===== config.mk =====
export PLATFORM = sky130hd
export DESIGN_NAME = ascii_bpe_pretokenizer_unit
export DESIGN_NICKNAME = d
export VERILOG_FILES = /design/src/hdl/abpt_pkg.sv /design/src/hdl/abpt_resq.sv /design/src/hdl/ascii_bpe_pretokenizer_unit.sv
export SDC_FILE = /design/constraint.sdc
export NUM_CORES = 1
export LEC_CHECK = 0
export BUFFER_PORTS_ARGS = -buffer_cell sky130_fd_sc_hd__buf_2
export CORE_UTILIZATION = 40
export DETAILED_ROUTE_END_ITERATION = 10
export GPL_ROUTABILITY_DRIVEN = 0
export PLACE_DENSITY = 0.55
export SLEW_MARGIN = 20
export SYNTH_ARGS = -nofsm -noshare
export SYNTH_HDL_FRONTEND = slang
export SYNTH_SLANG_ARGS = --single-unit

===== constraint.sdc =====
create_clock -name clk -period 7 [get_ports clk]
set_input_delay 0.35 -clock clk [delete_from_list [all_inputs] [get_ports clk]]
set_output_delay 0.35 -clock clk [all_outputs]
set_load 0.02 [all_outputs]

===== src/hdl/abpt_pkg.sv =====
// Shared types, character codes and the byte classifier for the pre-tokenizer.
`timescale 1ns / 1ps

package abpt_pkg;

  typedef enum logic [1:0] {
    CLS_LETTER,
    CLS_DIGIT,
    CLS_SYMBOL,
    CLS_SPACE
  } cls_t;

  typedef struct packed {
    logic [6:0] data;
    logic       tok_end;
    logic       bad_input;
    logic       batch_last;
  } res_t;

  typedef struct packed {
    logic room;
    logic avail;
  } resq_stat_t;

  localparam int ResqDepth = 8;
  localparam int ResqPtrW  = $clog2(ResqDepth);
  localparam int ResqCntW  = ResqPtrW + 1;
  localparam int MaxPush   = 3;
  localparam int PushCntW  = 2;

  localparam logic [6:0] CH_QUOTE = 7'h27;
  localparam logic [6:0] CH_SPACE = 7'h20;
  localparam logic [6:0] CH_LO_S  = 7'h73;
  localparam logic [6:0] CH_LO_T  = 7'h74;
  localparam logic [6:0] CH_LO_M  = 7'h6d;
  localparam logic [6:0] CH_LO_D  = 7'h64;
  localparam logic [6:0] CH_LO_R  = 7'h72;
  localparam logic [6:0] CH_LO_V  = 7'h76;
  localparam logic [6:0] CH_LO_L  = 7'h6c;
  localparam logic [6:0] CH_LO_E  = 7'h65;

  function automatic cls_t byte_cls(input logic [6:0] b);
    cls_t c;
    if ((b >= 7'h41 && b <= 7'h5a) || (b >= 7'h61 && b <= 7'h7a)) begin
      c = CLS_LETTER;
    end else if (b >= 7'h30 && b <= 7'h39) begin
      c = CLS_DIGIT;
    end else if (b == CH_SPACE || (b >= 7'h09 && b <= 7'h0d)) begin
      c = CLS_SPACE;
    end else begin
      c = CLS_SYMBOL;
    end
    return c;
  endfunction

endpackage


===== src/hdl/abpt_resq.sv =====
// Result queue: takes up to three words per cycle, delivers one per cycle.
`timescale 1ns / 1ps

module abpt_resq
  import abpt_pkg::*;
(
  input  logic                clk,
  input  logic                rst_n,
  input  logic [PushCntW-1:0] push_n,
  input  res_t                push_d [MaxPush],
  input  logic                pop,
  output res_t                head,
  output resq_stat_t          stat
);

  res_t                mem_r [ResqDepth];
  logic [ResqPtrW-1:0] wr_r;
  logic [ResqPtrW-1:0] rd_r;
  logic [ResqCntW-1:0] cnt_r;
  logic                pop_ok;

  assign pop_ok     = pop && (cnt_r != '0);
  assign head       = mem_r[rd_r];
  assign stat.avail = (cnt_r != '0);
  assign stat.room  = (cnt_r <= ResqCntW'(ResqDepth - MaxPush));

  always_ff @(posedge clk) begin
    if (!rst_n) begin
      wr_r  <= '0;
      rd_r  <= '0;
      cnt_r <= '0;
    end else begin
      wr_r  <= wr_r + ResqPtrW'(push_n);
      rd_r  <= rd_r + ResqPtrW'(pop_ok);
      cnt_r <= cnt_r + ResqCntW'(push_n) - ResqCntW'(pop_ok);
    end
  end

  always_ff @(posedge clk) begin
    for (int i = 0; i < MaxPush; i++) begin
      if (PushCntW'(i) < push_n) begin
        mem_r[wr_r + ResqPtrW'(i)] <= push_d[i];
      end
    end
  end

endmodule


===== src/hdl/ascii_bpe_pretokenizer_unit.sv =====
// ASCII pre-tokenizer top level: byte classifier, contraction matcher, piece splitter.
// A taken word is registered at the input stage, then its results are written into the queue that drives out_.
// Throughput: one text word per cycle unless stalled; results leave one per cycle from an 8-entry queue.
// Input stalls while fewer than three queue entries are free; up to two bytes are held.
// Reset: synchronous, active low; clears piece state, reject flag and the queue.
`timescale 1ns / 1ps

module ascii_bpe_pretokenizer_unit
  import abpt_pkg::*;
(
  input  logic       clk,
  input  logic       rst_n,
  input  logic       in_valid,
  output logic       in_stall,
  input  logic [7:0] in_text_byte,
  input  logic       in_text_last,
  output logic       out_valid,
  input  logic       out_stall,
  output logic [6:0] out_byte,
  output logic       out_tok_end,
  output logic       out_bad_input,
  output logic       out_batch_last
);

  typedef enum logic [2:0] {
    ST_EMPTY,
    ST_RUN,
    ST_SP1,
    ST_SP2,
    ST_NSP,
    ST_NQ,
    ST_NQR
  } st_t;

  st_t                 st_r, st_nxt;
  logic                latch_r, latch_nxt;
  logic                in_vld_r;
  logic [7:0]          in_byte_r;
  logic                in_last_r;
  logic [6:0]          h0_r, h0_nxt;
  logic [6:0]          h1_r, h1_nxt;
  cls_t                cls_r, cls_nxt;
  logic                fire;
  logic [6:0]          x;
  cls_t                xc;
  st_t                 s_st;
  logic [6:0]          want;
  logic                go_start;
  logic [PushCntW-1:0] idx;
  res_t                push_d [MaxPush];
  logic [PushCntW-1:0] push_n;
  res_t                head;
  resq_stat_t          stat;

  function automatic res_t mk(input logic [6:0] v, input logic e);
    res_t r;
    r.data       = v;
    r.tok_end    = e;
    r.bad_input  = 1'b0;
    r.batch_last = 1'b0;
    return r;
  endfunction

  assign fire     = in_vld_r && stat.room;
  assign in_stall = in_vld_r && !stat.room;
  assign x        = in_byte_r[6:0];
  assign xc       = byte_cls(x);
  assign want     = (h0_r == CH_LO_L) ? CH_LO_L : CH_LO_E;

  always_comb begin
    if (x == CH_QUOTE) begin
      s_st = ST_NQ;
    end else if (x == CH_SPACE) begin
      s_st = ST_NSP;
    end else if (xc == CLS_SPACE) begin
      s_st = ST_SP1;
    end else begin
      s_st = ST_RUN;
    end
  end

  always_comb begin
    idx       = '0;
    go_start  = 1'b0;
    st_nxt    = st_r;
    h0_nxt    = h0_r;
    h1_nxt    = h1_r;
    cls_nxt   = cls_r;
    latch_nxt = latch_r;
    for (int i = 0; i < MaxPush; i++) begin
      push_d[i] = '0;
    end
    if (latch_r) begin
      if (in_last_r) begin
        latch_nxt = 1'b0;
      end
    end else if (in_byte_r[7]) begin
      st_nxt              = ST_EMPTY;
      latch_nxt           = !in_last_r;
      push_d[0].bad_input = 1'b1;
      idx                 = 2'd1;
    end else begin
      case (st_r)
        ST_EMPTY: begin
          go_start = 1'b1;
        end
        ST_RUN: begin
          push_d[idx] = mk(h0_r, xc != cls_r);
          idx = idx + 2'd1;
          if (xc == cls_r) begin
            h0_nxt = x;
          end else begin
            go_start = 1'b1;
          end
        end
        ST_SP1: begin
          if (xc == CLS_SPACE) begin
            st_nxt = ST_SP2;
            h1_nxt = x;
          end else begin
            push_d[idx] = mk(h0_r, 1'b1);
            idx = idx + 2'd1;
            go_start = 1'b1;
          end
        end
        ST_SP2: begin
          if (xc == CLS_SPACE) begin
            push_d[idx] = mk(h0_r, 1'b0);
            idx = idx + 2'd1;
            h0_nxt = h1_r;
            h1_nxt = x;
          end else begin
            push_d[idx] = mk(h0_r, 1'b1);
            idx = idx + 2'd1;
            if (h1_r == CH_SPACE) begin
              push_d[idx] = mk(CH_SPACE, 1'b0);
              idx = idx + 2'd1;
              st_nxt  = ST_RUN;
              h0_nxt  = x;
              cls_nxt = xc;
            end else begin
              push_d[idx] = mk(h1_r, 1'b1);
              idx = idx + 2'd1;
              go_start = 1'b1;
            end
          end
        end
        ST_NSP: begin
          if (xc == CLS_SPACE) begin
            st_nxt = ST_SP2;
            h0_nxt = CH_SPACE;
            h1_nxt = x;
          end else begin
            push_d[idx] = mk(CH_SPACE, 1'b0);
            idx = idx + 2'd1;
            st_nxt  = ST_RUN;
            h0_nxt  = x;
            cls_nxt = xc;
          end
        end
        ST_NQ: begin
          if (x == CH_LO_S || x == CH_LO_T || x == CH_LO_M || x == CH_LO_D) begin
            push_d[idx] = mk(CH_QUOTE, 1'b0);
            idx = idx + 2'd1;
            push_d[idx] = mk(x, 1'b1);
            idx = idx + 2'd1;
            st_nxt = ST_EMPTY;
          end else if (x == CH_LO_R || x == CH_LO_V || x == CH_LO_L) begin
            st_nxt = ST_NQR;
            h0_nxt = x;
          end else begin
            push_d[idx] = mk(CH_QUOTE, xc != CLS_SYMBOL);
            idx = idx + 2'd1;
            if (xc == CLS_SYMBOL) begin
              st_nxt  = ST_RUN;
              h0_nxt  = x;
              cls_nxt = CLS_SYMBOL;
            end else begin
              go_start = 1'b1;
            end
          end
        end
        ST_NQR: begin
          if (x == want) begin
            push_d[idx] = mk(CH_QUOTE, 1'b0);
            idx = idx + 2'd1;
            push_d[idx] = mk(h0_r, 1'b0);
            idx = idx + 2'd1;
            push_d[idx] = mk(x, 1'b1);
            idx = idx + 2'd1;
            st_nxt = ST_EMPTY;
          end else begin
            push_d[idx] = mk(CH_QUOTE, 1'b1);
            idx = idx + 2'd1;
            push_d[idx] = mk(h0_r, xc != CLS_LETTER);
            idx = idx + 2'd1;
            if (xc == CLS_LETTER) begin
              st_nxt  = ST_RUN;
              h0_nxt  = x;
              cls_nxt = CLS_LETTER;
            end else begin
              go_start = 1'b1;
            end
          end
        end
        default: begin
          go_start = 1'b1;
        end
      endcase
      if (go_start) begin
        st_nxt  = s_st;
        h0_nxt  = x;
        cls_nxt = xc;
      end
      if (in_last_r) begin
        case (st_nxt)
          ST_RUN, ST_SP1: begin
            push_d[idx] = mk(h0_nxt, 1'b1);
            idx = idx + 2'd1;
          end
          ST_SP2: begin
            push_d[idx] = mk(h0_nxt, 1'b0);
            idx = idx + 2'd1;
            push_d[idx] = mk(h1_nxt, 1'b1);
            idx = idx + 2'd1;
          end
          ST_NSP: begin
            push_d[idx] = mk(CH_SPACE, 1'b1);
            idx = idx + 2'd1;
          end
          ST_NQ: begin
            push_d[idx] = mk(CH_QUOTE, 1'b1);
            idx = idx + 2'd1;
          end
          ST_NQR: begin
            push_d[idx] = mk(CH_QUOTE, 1'b1);
            idx = idx + 2'd1;
            push_d[idx] = mk(h0_nxt, 1'b1);
            idx = idx + 2'd1;
          end
          default: begin
          end
        endcase
        st_nxt = ST_EMPTY;
      end
    end
    if (idx != '0) begin
      push_d[idx - 2'd1].batch_last = 1'b1;
    end
    push_n = fire ? idx : '0;
  end

  always_ff @(posedge clk) begin
    if (!rst_n) begin
      st_r     <= ST_EMPTY;
      latch_r  <= 1'b0;
      in_vld_r <= 1'b0;
    end else begin
      if (fire) begin
        st_r    <= st_nxt;
        latch_r <= latch_nxt;
      end
      if (!in_stall) begin
        in_vld_r <= in_valid;
      end
    end
  end

  always_ff @(posedge clk) begin
    if (in_valid && !in_stall) begin
      in_byte_r <= in_text_byte;
      in_last_r <= in_text_last;
    end
    if (fire) begin
      h0_r  <= h0_nxt;
      h1_r  <= h1_nxt;
      cls_r <= cls_nxt;
    end
  end

  abpt_resq u_resq (
    .clk    (clk),
    .rst_n  (rst_n),
    .push_n (push_n),
    .push_d (push_d),
    .pop    (out_valid && !out_stall),
    .head   (head),
    .stat   (stat)
  );

  assign out_valid      = stat.avail;
  assign out_byte       = head.data;
  assign out_tok_end    = head.tok_end;
  assign out_bad_input  = head.bad_input;
  assign out_batch_last = head.batch_last;

endmodule


# After elaboration in Yosys (flattened, before gate mapping)
# Memory sizes are Yosys's and may differ from the RTL's. A register that Yosys moved wholly into a read port is not among the register bits.
# Cells that the tools add are included.
# word_totals
in_bits	13
n_memories	1
elab_cells	244
register_bits	40
mem_bits_rw	80
out_inout_bits	12
# classes
eq_ne	37
n_reduce_logical	36
order_cmp	18
muxes	121
bitwise	11
n_addsub	9
# mem_list
memory	depth	word_bits	read_ports	rd_clocked_by_memory_dff	write_ports	line	rtl
u_resq.mem_r	8	10	1	1	3	abpt_resq.sv:16	res_t mem_r [ResqDepth];
# ops
op	count
bitwise mux 30 bit	5
one-hot mux 30 bit (5 select lines)	1
2-to-1 mux 10 bit	14
2-to-1 mux 7 bit	16
2-to-1 mux 30 bit	3
demux 10 bit (select 2 bit)	3
one-hot mux 10 bit (6 select lines)	1
equality test 7 bit, second input constant	8
2-to-1 mux 3 bit	17
2-to-1 mux 2 bit	21
one-hot mux 7 bit (5 select lines)	1
one-hot mux 10 bit (3 select lines)	1
2-to-1 mux 9 bit	3
2-to-1 mux 1 bit	26
AND 24 bit	1
!= test 3 bit, second input constant	8
inverter 24 bit	1
equality test 7 x 6 -> 1 bit, second input constant	3
2-to-1 mux 21 bit	1
equality test 3 bit, second input constant	6
AND 15 bit	1
inverter 15 bit	1
bitwise OR 15 bit	1
one-hot mux 3 bit (5 select lines)	1
49 further kinds	88

# Depth between registers and ports, before layout
# Gate-level depths: netlist of run 1.
# logic_depth
ltp_word	30
depth_mapped	20
ltp_nobuf	16

# By module
# From an unflattened synthesis of run 1, not the netlist that was laid out.
# unflattened
hier_cells	1196
hier_area_um2	10077.2
# modules_own_cells
module	area_per_inst_um2	seq_area_each_um2	cells_per_inst	instances
abpt_resq	6224.7	2602.5	661	1
ascii_bpe_pretokenizer_unit	3852.4	850.8	535	1

# Worst setup path before layout of run 1
# Ideal clock, no wire load.
# synth_path
path_kind	register to register
startpoint	reg in_byte_r[6]
endpoint	reg u_resq.cnt_r[3]
required_ns	6.883
setup_time_ns	0.117
path_slack_ns	2.705
path_stages_with_launch	20
n_path_buf	3
synth_period_minus_slack_ns	4.295
arrival_time_ns	4.178
path_cell_list	edfxtp_1 -> or4b_1 -> clkbuf_1 -> or2_1 -> buf_4 -> nand2_4 -> nor2_1 -> xnor2_1 -> o2111a_1 -> ha_1 -> o21ai_1 -> o211ai_2 -> clkbuf_1 -> ha_1 -> inv_1 -> ha_1 -> a21o_1 -> a21oi_1 -> xnor2_1 -> nor2_1
# synth_between
elab_chain_cells	25
word_cells_on_any_way	87
cone_classes	4 x add/sub; 8 x order compare; 19 x eq/ne; 42 x mux; 14 x reduce/logical
# synth_lines
item	line	rtl
start: declaration	ascii_bpe_pretokenizer_unit.sv:38	logic [7:0] in_byte_r;
start signal: assignment	ascii_bpe_pretokenizer_unit.sv:271	in_byte_r <= in_text_byte;
greater-or-equal comparator 7 x 4 -> 1 bit / <= comparator 7 x 4 -> 1 bit (equally long branches)	abpt_pkg.sv:48	end else if (b == CH_SPACE || (b >= 7'h09 && b <= 7'h0d)) begin
logical AND 1 bit	abpt_pkg.sv:48	
logical OR 1 bit	abpt_pkg.sv:48	
2-to-1 mux 1 bit	abpt_pkg.sv:48	
2-to-1 mux 2 bit	abpt_pkg.sv:46	end else if (b >= 7'h30 && b <= 7'h39) begin
2-to-1 mux 2 bit	abpt_pkg.sv:44	if ((b >= 7'h41 && b <= 7'h5a) || (b >= 7'h61 && b <= 7'h7a)) begin
equality test 2 bit	ascii_bpe_pretokenizer_unit.sv:174	if (xc == CLS_SYMBOL) begin
2-to-1 mux 1 bit	ascii_bpe_pretokenizer_unit.sv:174	
[... 9 more ...]	-	
OR reduction 4 bit (no source line) / OR reduction 2 bit (equally long branches)	-	
one-hot mux 2 bit (2 select lines)	ascii_bpe_pretokenizer_unit.sv:216	case (st_nxt)
2-to-1 mux 2 bit *	ascii_bpe_pretokenizer_unit.sv:215	if (in_last_r) begin
2-to-1 mux 2 bit *	ascii_bpe_pretokenizer_unit.sv:97	end else if (in_byte_r[7]) begin
2-to-1 mux 2 bit *	ascii_bpe_pretokenizer_unit.sv:93	if (latch_r) begin
2-to-1 mux 2 bit *	ascii_bpe_pretokenizer_unit.sv:250	push_n = fire ? idx : '0;
adder 4 x 2 -> 4 bit *	abpt_resq.sv:35	cnt_r <= cnt_r + ResqCntW'(push_n) - ResqCntW'(pop_ok);
subtractor 4 x 1 -> 4 bit *	abpt_resq.sv:35	
end signal: assignment	abpt_resq.sv:35	
end: declaration	abpt_resq.sv:19	logic [ResqCntW-1:0] cnt_r;
# Mark *: on every way between the ends. The rest lies on a longest branch, timed or not. The select of a mux whose other input is x is not followed.
# A chain may end at the register's enable or synchronous reset.

==> parameters.txt, run 1 <==
Parameter                              Value

CTS
  Clock-pin slew reported for the worst setup and hold paths after clock tree synthesis    about 0.060 ns
  Post-cts repair resize count    0
  Clock sink count    120
  Clock root cell    clkbuf_16
  Hold buffer count at cts    0
  Clock latency of the later-clocked register in the worst-skew pair    roughly 0.45 ns
  TritonCTS Buffers    17
  TritonCTS clock tree    done
  H-tree depth    4
  Number of buffers inserted by post-CTS setup repair    0
  Maximum clock insertion buffer count    2

Setup path
  Required time reported for the critical path endpoint    7.08 ns
  Number of cells on the worst reg-to-reg path    10
  Library cell appearing most often on the critical path    nand4_1
  Maximum net fanout on the critical path    19
  CP Capture Type    flop
  Reg2Reg Setup Slack    about 1.2 ns
  Arrival time of the worst setup path    between 5 and 6 ns
  Worst R2R End    u_resq.mem_r[4][1]
  Startpoint-to-endpoint class of the critical path    reg2reg
  Master of the slowest instance on the critical path    nor3_1
  Cell-by-cell listing of the critical path    or3_1, nand4_1, nand4_1, o2bb2ai_1, nand3_2, o21ai_4, o211ai_2, nor3_1, a21oi_1, nand2_1
  Critical path launch point type    flop
  Delay of the slowest cell on the worst path    just over 0.8 ns
  Reg-to-reg startpoint    in_byte_r[0]

GRT
  Total global-route track usage    0.290
  Maximum number of pins on one net before global-route repair    24
  First-pass GRT wire length    around 51 mm
  Number of antenna violations at the first check in global routing    0
  Vias in the first global route    approximately 8.0k
  Final global-route overflow total    0

Placement
  Quantity of I/O buffers inserted on ports    24
  Post-detailed-placement half-perimeter wirelength    about 24 mm
  Post-detailed-placement cell area    a little under 10000 µm²

Yosys
  Gate Count Post-Synth    ~1000
  Post-synthesis async set-or-reset flop share    0
  Warning count from the yosys run    0
  Mapped Area    9240 µm²
  Synthesized netlist net count    slightly above 1k
  Leading area contributor after synthesis    edfxtp_1
  Top area cells in the synthesized netlist    edfxtp_1 (34%), mux4_2 (4.9%), nand2_1 (4.0%), dfxtp_1 (3.3%), a21oi_1 (3.0%)
  Number of different library cells in the post-synthesis netlist    100
  Count of flip-flops with a built-in enable after synthesis    about 110
  Average instance area after synthesis    9.47 µm²
  Top cell type's share of synthesized area    0.341
  Sequential-to-total area share from yosys stat    0.374
  Top FF cell, synth    edfxtp_1
  FF+latch count, synth    120

Timing
  Fin crit share    0.832
  Final number of max-transition violations    0
  Slew Limit Headroom    0.226
  Worst hold-check slack    ~0.082 ns
  Actual transition at the worst max-transition pin    between 1 and 1.5 ns
  Fin Setup TNS    0 ns
  Clock Skews    between 0.015 and 0.02 ns
  Final setup violation count    0
  Crit path time final    between 5 and 6 ns
  RSZ-0062 raised after global routing    no
  Max frequency    around 170 MHz
  Final count of hold timing violations    0

Drt
  Antenna-violating nets left    0
  1st-iter DRT viols    roughly 1.6k
  DR vias/cell    roughly 6.9
  Wirelength, routed    around 34 mm
  Number of detailed-routing iterations run before antenna repair    7
  DRC Markers    0
  WL/cell    around 27 µm
  Via Count    about 8.8k

Pwr
  Net Switching    between 800 and 900 µW
  Pint    between 1500 and 2000 µW
  Clock network fraction of design power    0.356
  Combinational power share    0.284
  Worst supply voltage drop on vdd    between 150 and 200 µV
  Static Leakage    about 0.0033 µW
  Proportion of power drawn by flip-flops and latches    0.361
  Power density relative to cell area    about 250 nW/µm²
  Switching Fraction    0.349

Floorplan
  Placeable core area    around 23000 µm²
  Initial standard-cell utilization of the core    0.408
  Horizontal extent of the die    154 µm
  Die area    about 24000 µm²
  Number of top-level pins    25
  Die Span Y    between 150 and 200 µm
  Number of cell rows    55

Final layout
  Post-Layout Inst Area    10200 µm²
  Final Core Density    0.450
  Proportion of layout cells with a drive suffix above 1    0.150
  Final antenna diode count    0
  Final net count    around 1k
  Filler Cells Inserted    around 2.1k
  Area added between synthesis and finish    10.4%

Outcome
  Outcome    complete, no violations

Worst hold path
  Launch point of the worst hold path    in_text_byte[1]
  WHS Path Cells    1
  Class of the tightest hold or removal check    in2reg
  Capture endpoint of the worst hold path    in_byte_r[1]

Job
  Max Cap Violations    0
per-layer routing:
metal | vias up | GRT usage | wire, µm
met5 | - | 0 | 0
met4 | 0 | 0.134 | 1660
met3 | 151 | 0.0648 | 3220
met2 | 621 | 0.461 | 15500
met1 | 4154 | 0.376 | 13700
li1 | 3839 | - | -
sequential cells by signal (all words and copies together) (netlist names):
register      count
cls_r             2
h0_r              7
h1_r              7
in_byte_r         8
in_last_r         1
in_vld_r          1
latch_r           1
st_r              3
u_resq.cnt_r      4
u_resq.mem_r     80
u_resq.rd_r       3
u_resq.wr_r       3
cells by family after synthesis:
kind of cell               count (synthesis)  share of synthesized area
DFF                                      120                      0.374
buffers and inverters                     86                     0.0383
xor gates and xnor gates                  11                     0.0125
adders and majority gates                 17                     0.0246
AOI/OAI and AO/OA                        342                      0.256
and+or+nand+nor                          340                      0.201
muxes                                     60                     0.0939
per-stage QoR:
step	setup WS [ns]	total power [µW]	instances
after global placement	1.44	1640	1240
after global routing	0.849	2640	1272
after CTS	1.32	2550	1272
final	1.18	2550	1272
after detailed placement	1.36	1650	1240
after floorplan	2.70	1430	976
worst max-delay path, delay by kind of cell, from the launching register on:
family	cells	cell delay [ns]
compound gates	4	1.59
flops	1	0.67
simple gates	6	3.19
worst max-delay path by stage:
stage                       startpoint  depth (start not counted)  slack (ns)                 end
after floorplan           in_byte_r[6]                         19        2.70     u_resq.cnt_r[3]
after global routing      in_byte_r[0]                         10        0.85  u_resq.mem_r[2][3]
final                     in_byte_r[0]                         10        1.18  u_resq.mem_r[4][1]
after detailed placement  in_byte_r[0]                         10        1.36  u_resq.mem_r[6][5]
after CTS                 in_byte_r[0]                         10        1.32  u_resq.mem_r[6][5]
after global placement    in_byte_r[0]                         10        1.44  u_resq.mem_r[3][6]
cell usage after synthesis, types with 8 or more instances:
cell      count
o31ai_1       8
a21oi_1      55
a22oi_1      17
ha_1         15
mux2i_1      27
mux4_2       20
o21ai_0      54
a21o_1        9
dfxtp_1      15
nand2b_1     10
or3_1        15
a211oi_1     16
o21ai_1      55
o211ai_1     22
buf_2         8
a31oi_1      16
nand3_1      44
clkbuf_1     47
nor3_1       15
and2_1       12
inv_1        21
nand2_1      98
nor2b_1      16
mux2_2       12
nor2_1       63
nand4_1      19
edfxtp_1    105
cells in the final DEF, fill, tap and decap left out, types with 8 or more instances in the layout:
cell,instances
o211ai_1,22
mux2_2,12
nor3_1,15
buf_4,16
a21oi_1,55
nand3_1,44
nand4_1,19
edfxtp_1,105
clkbuf_16,17
o21ai_1,55
and2_1,12
nand2b_1,10
a21o_1,9
o31ai_1,8
ha_1,15
mux4_2,20
nor2_1,63
inv_1,21
o21ai_0,53
dfxtp_1,15
nor2b_1,16
or3_1,15
a211oi_1,16
nand2_1,98
a22oi_1,17
buf_2,24
a31oi_1,14
mux2i_1,27
area by class of cell:
| class | count | area, µm² | area share |
|---|---|---|---|
| clock inverters | 13 | 145 | 0.0142 |
| well taps | 285 | 357 | 0.0350 |
| multi-input cells | 770 | 5470 | 0.537 |
| clock buffers | 19 | 433 | 0.0425 |
| repair buffers | 40 | 240 | 0.0236 |
| inverters | 25 | 96.3 | 0.00945 |
| flip-flops and latches | 120 | 3450 | 0.339 |
power groups by stage:
stage,combinational (µW),clock (µW),sequential [µW]
2_1_floorplan,544,0,882
3_3_place_gp,713,0,931
3_5_place_dp,715,0,932
4_1_cts,719,912,917
5_1_grt,781,937,925
6_report,723,906,919
(Power assumes the default switching activity.)
==> run 2, diff against run 1 <==
==> constraint.sdc (replaced) <==
create_clock -name clk -period 6.06 [get_ports clk]
set_input_delay 0.303 -clock clk [delete_from_list [all_inputs] [get_ports clk]]
set_output_delay 0.303 -clock clk [all_outputs]
set_load 0.02 [all_outputs]
==> run 2 against run 1 <==
  * Clock skew down 0.011 ns
  * Setup slack worse by 0.34 ns
  * First-iteration DRC count down 19%
  * Count of clock-buffer cells in the layout down 2
  * Power up 13%
  * Combinational power up 13%
  * Sequential share of layout area down 0.48 points
  * Largest cell class unchanged
==> parameters.txt, run 2 (synthesis results as in run 1) <==
Parameter                              Value

Outcome
  Outcome    complete, no violations

CTS
  Hold buffer count at cts    0
  TritonCTS clock tree    done
  Post-cts repair resize count    0
  TritonCTS Buffers    17
  Maximum clock insertion buffer count    2
  Clock-pin slew reported for the worst setup and hold paths after clock tree synthesis    around 0.06 ns
  Number of buffers inserted by post-CTS setup repair    0
  H-tree depth    4
  Clock sink count    120
  Clock root cell    clkbuf_16
  Clock latency of the later-clocked register in the worst-skew pair    about 0.42 ns

Placement
  Quantity of I/O buffers inserted on ports    24
  Post-detailed-placement half-perimeter wirelength    around 24 mm
  Place WS    around 0.9 ns
  Post-detailed-placement cell area    9760 µm²

Timing
  Fin Setup TNS    0 ns
  Max frequency    roughly 190 MHz
  Final number of max-transition violations    0
  Clock Skews    approximately 0.0075 ns
  Actual transition at the worst max-transition pin    0.983 ns
  Worst hold-check slack    between 0.05 and 0.06 ns
  Slew Limit Headroom    0.345
  Worst setup slack after layout    between 0.8 and 0.9 ns
  Final setup violation count    0
  Fin crit share    0.862
  RSZ-0062 raised after global routing    no
  Final count of hold timing violations    0
  Crit path time final    between 5 and 6 ns

GRT
  Number of antenna violations at the first check in global routing    0
  Total global-route track usage    0.280
  Vias in the first global route    between 8k and 9k
  Final global-route overflow total    0
  First-pass GRT wire length    50.1 mm
  Maximum number of pins on one net before global-route repair    24

Setup path
  Startpoint-to-endpoint class of the critical path    reg2reg
  CP Capture Type    flop
  Maximum net fanout on the critical path    19
  Required time reported for the critical path endpoint    6.11 ns
  Critical path launch point type    flop
  Arrival time of the worst setup path    ~5.3 ns

Floorplan
  Initial standard-cell utilization of the core    0.408
  Placeable core area    between 20000 and 25000 µm²
  Die area    between 20000 and 25000 µm²
  Die Span Y    approximately 150 µm
  Number of top-level pins    25
  Horizontal extent of the die    154 µm
  Number of cell rows    55

Drt
  Number of detailed-routing iterations run before antenna repair    7
  DR vias/cell    between 6 and 7
  Via Count    between 8k and 9k
  WL/cell    around 25 µm
  DRC Markers    0
  1st-iter DRT viols    1334
  Wirelength, routed    32.6 mm
  Antenna-violating nets left    0

Pwr
  Worst supply voltage drop on vdd    around 180 µV
  Final Power    about 2900 µW
  Power density relative to cell area    between 200 and 300 nW/µm²
  Static Leakage    between 0.003 and 0.004 µW

Final layout
  Area added between synthesis and finish    12.0%
  Final net count    1028
  Number of flip-flops in the largest register    80
  Most used cells in the layout excluding fill and tap cells    edfxtp_1 (105), nand2_1 (98), nor2_1 (63)
  Biggest registers after layout    u_resq.mem_r (80), in_byte_r (8)
  Most flops, register    u_resq.mem_r
  Final antenna diode count    0
  Proportion of layout cells with a drive suffix above 1    0.167
  Leading cell type in the layout, fill and taps excluded    edfxtp_1
  Post-Layout Inst Area    10300 µm²

Job
  Max Cap Violations    0

Worst hold path
  Class of the tightest hold or removal check    in2reg
[run 2: cell count changes in the layout (fill, tap and decap cells not counted), sizes merged]
cell,before,now
clkbuf,19,17
buf,40,64
inv,25,24
clkinv,8,11
clkinvlp,3,2
[run 2: layer usage]
layer  vias up  routed length (µm)  global-route usage
met3       143                2540              0.0505
met4         0                1770               0.145
met2       538               15000               0.453
li1       3889                   -                   -
met5         -                   0                   0
met1      4057               13300               0.357
[run 2: power breakdown]
group          internal (µW)  leakage [µW]  switching [µW]
registers                979       0.00109            76.9
clock network            605      0.000279             405
logic                    337       0.00208             483
[run 2: area by class of cell]
class                           instances  area [µm²]
Timing Repair Buffer                   64         420
Tap cell                              285         357
Fill cell                            2125       12300
Clock inverter                         14         151
Inverter                               25        96.3
Sequential cell                       120        3450
Multi-Input combinational cell        770        5440
Clock buffer                           17         425
[run 2: worst max-delay path: stages (launching register included)]
cell and delay (ns):
edfxtp_1 0.67, or3_1 0.60, o221ai_1 0.46, nand4_1 0.39, o2bb2ai_1 0.45, nand3_2 0.18, o21ai_1 0.30, o211ai_2 0.40
nor3_1 0.83, a21oi_1 0.08, nand2_1 0.47
[run 2: final timing paths]
check / start / to / slack, ns / cells past startpoint
max: in_byte_r[0] / u_resq.mem_r[0][4] / 0.84 / 10
min: in_text_byte[5] / in_byte_r[5] / 0.05 / 1
max reg2reg: in_byte_r[0] / u_resq.mem_r[0][4] / 0.84 / 10
min reg2reg: in_vld_r / in_vld_r / 0.62 / 3
[run 2: metrics by stage]
stage,cells,utilization
floorplan,976,-
global placement,1264,0.431
detailed placement,1264,0.431
CTS,1295,0.457
global route,1295,0.457
finish,1295,0.457
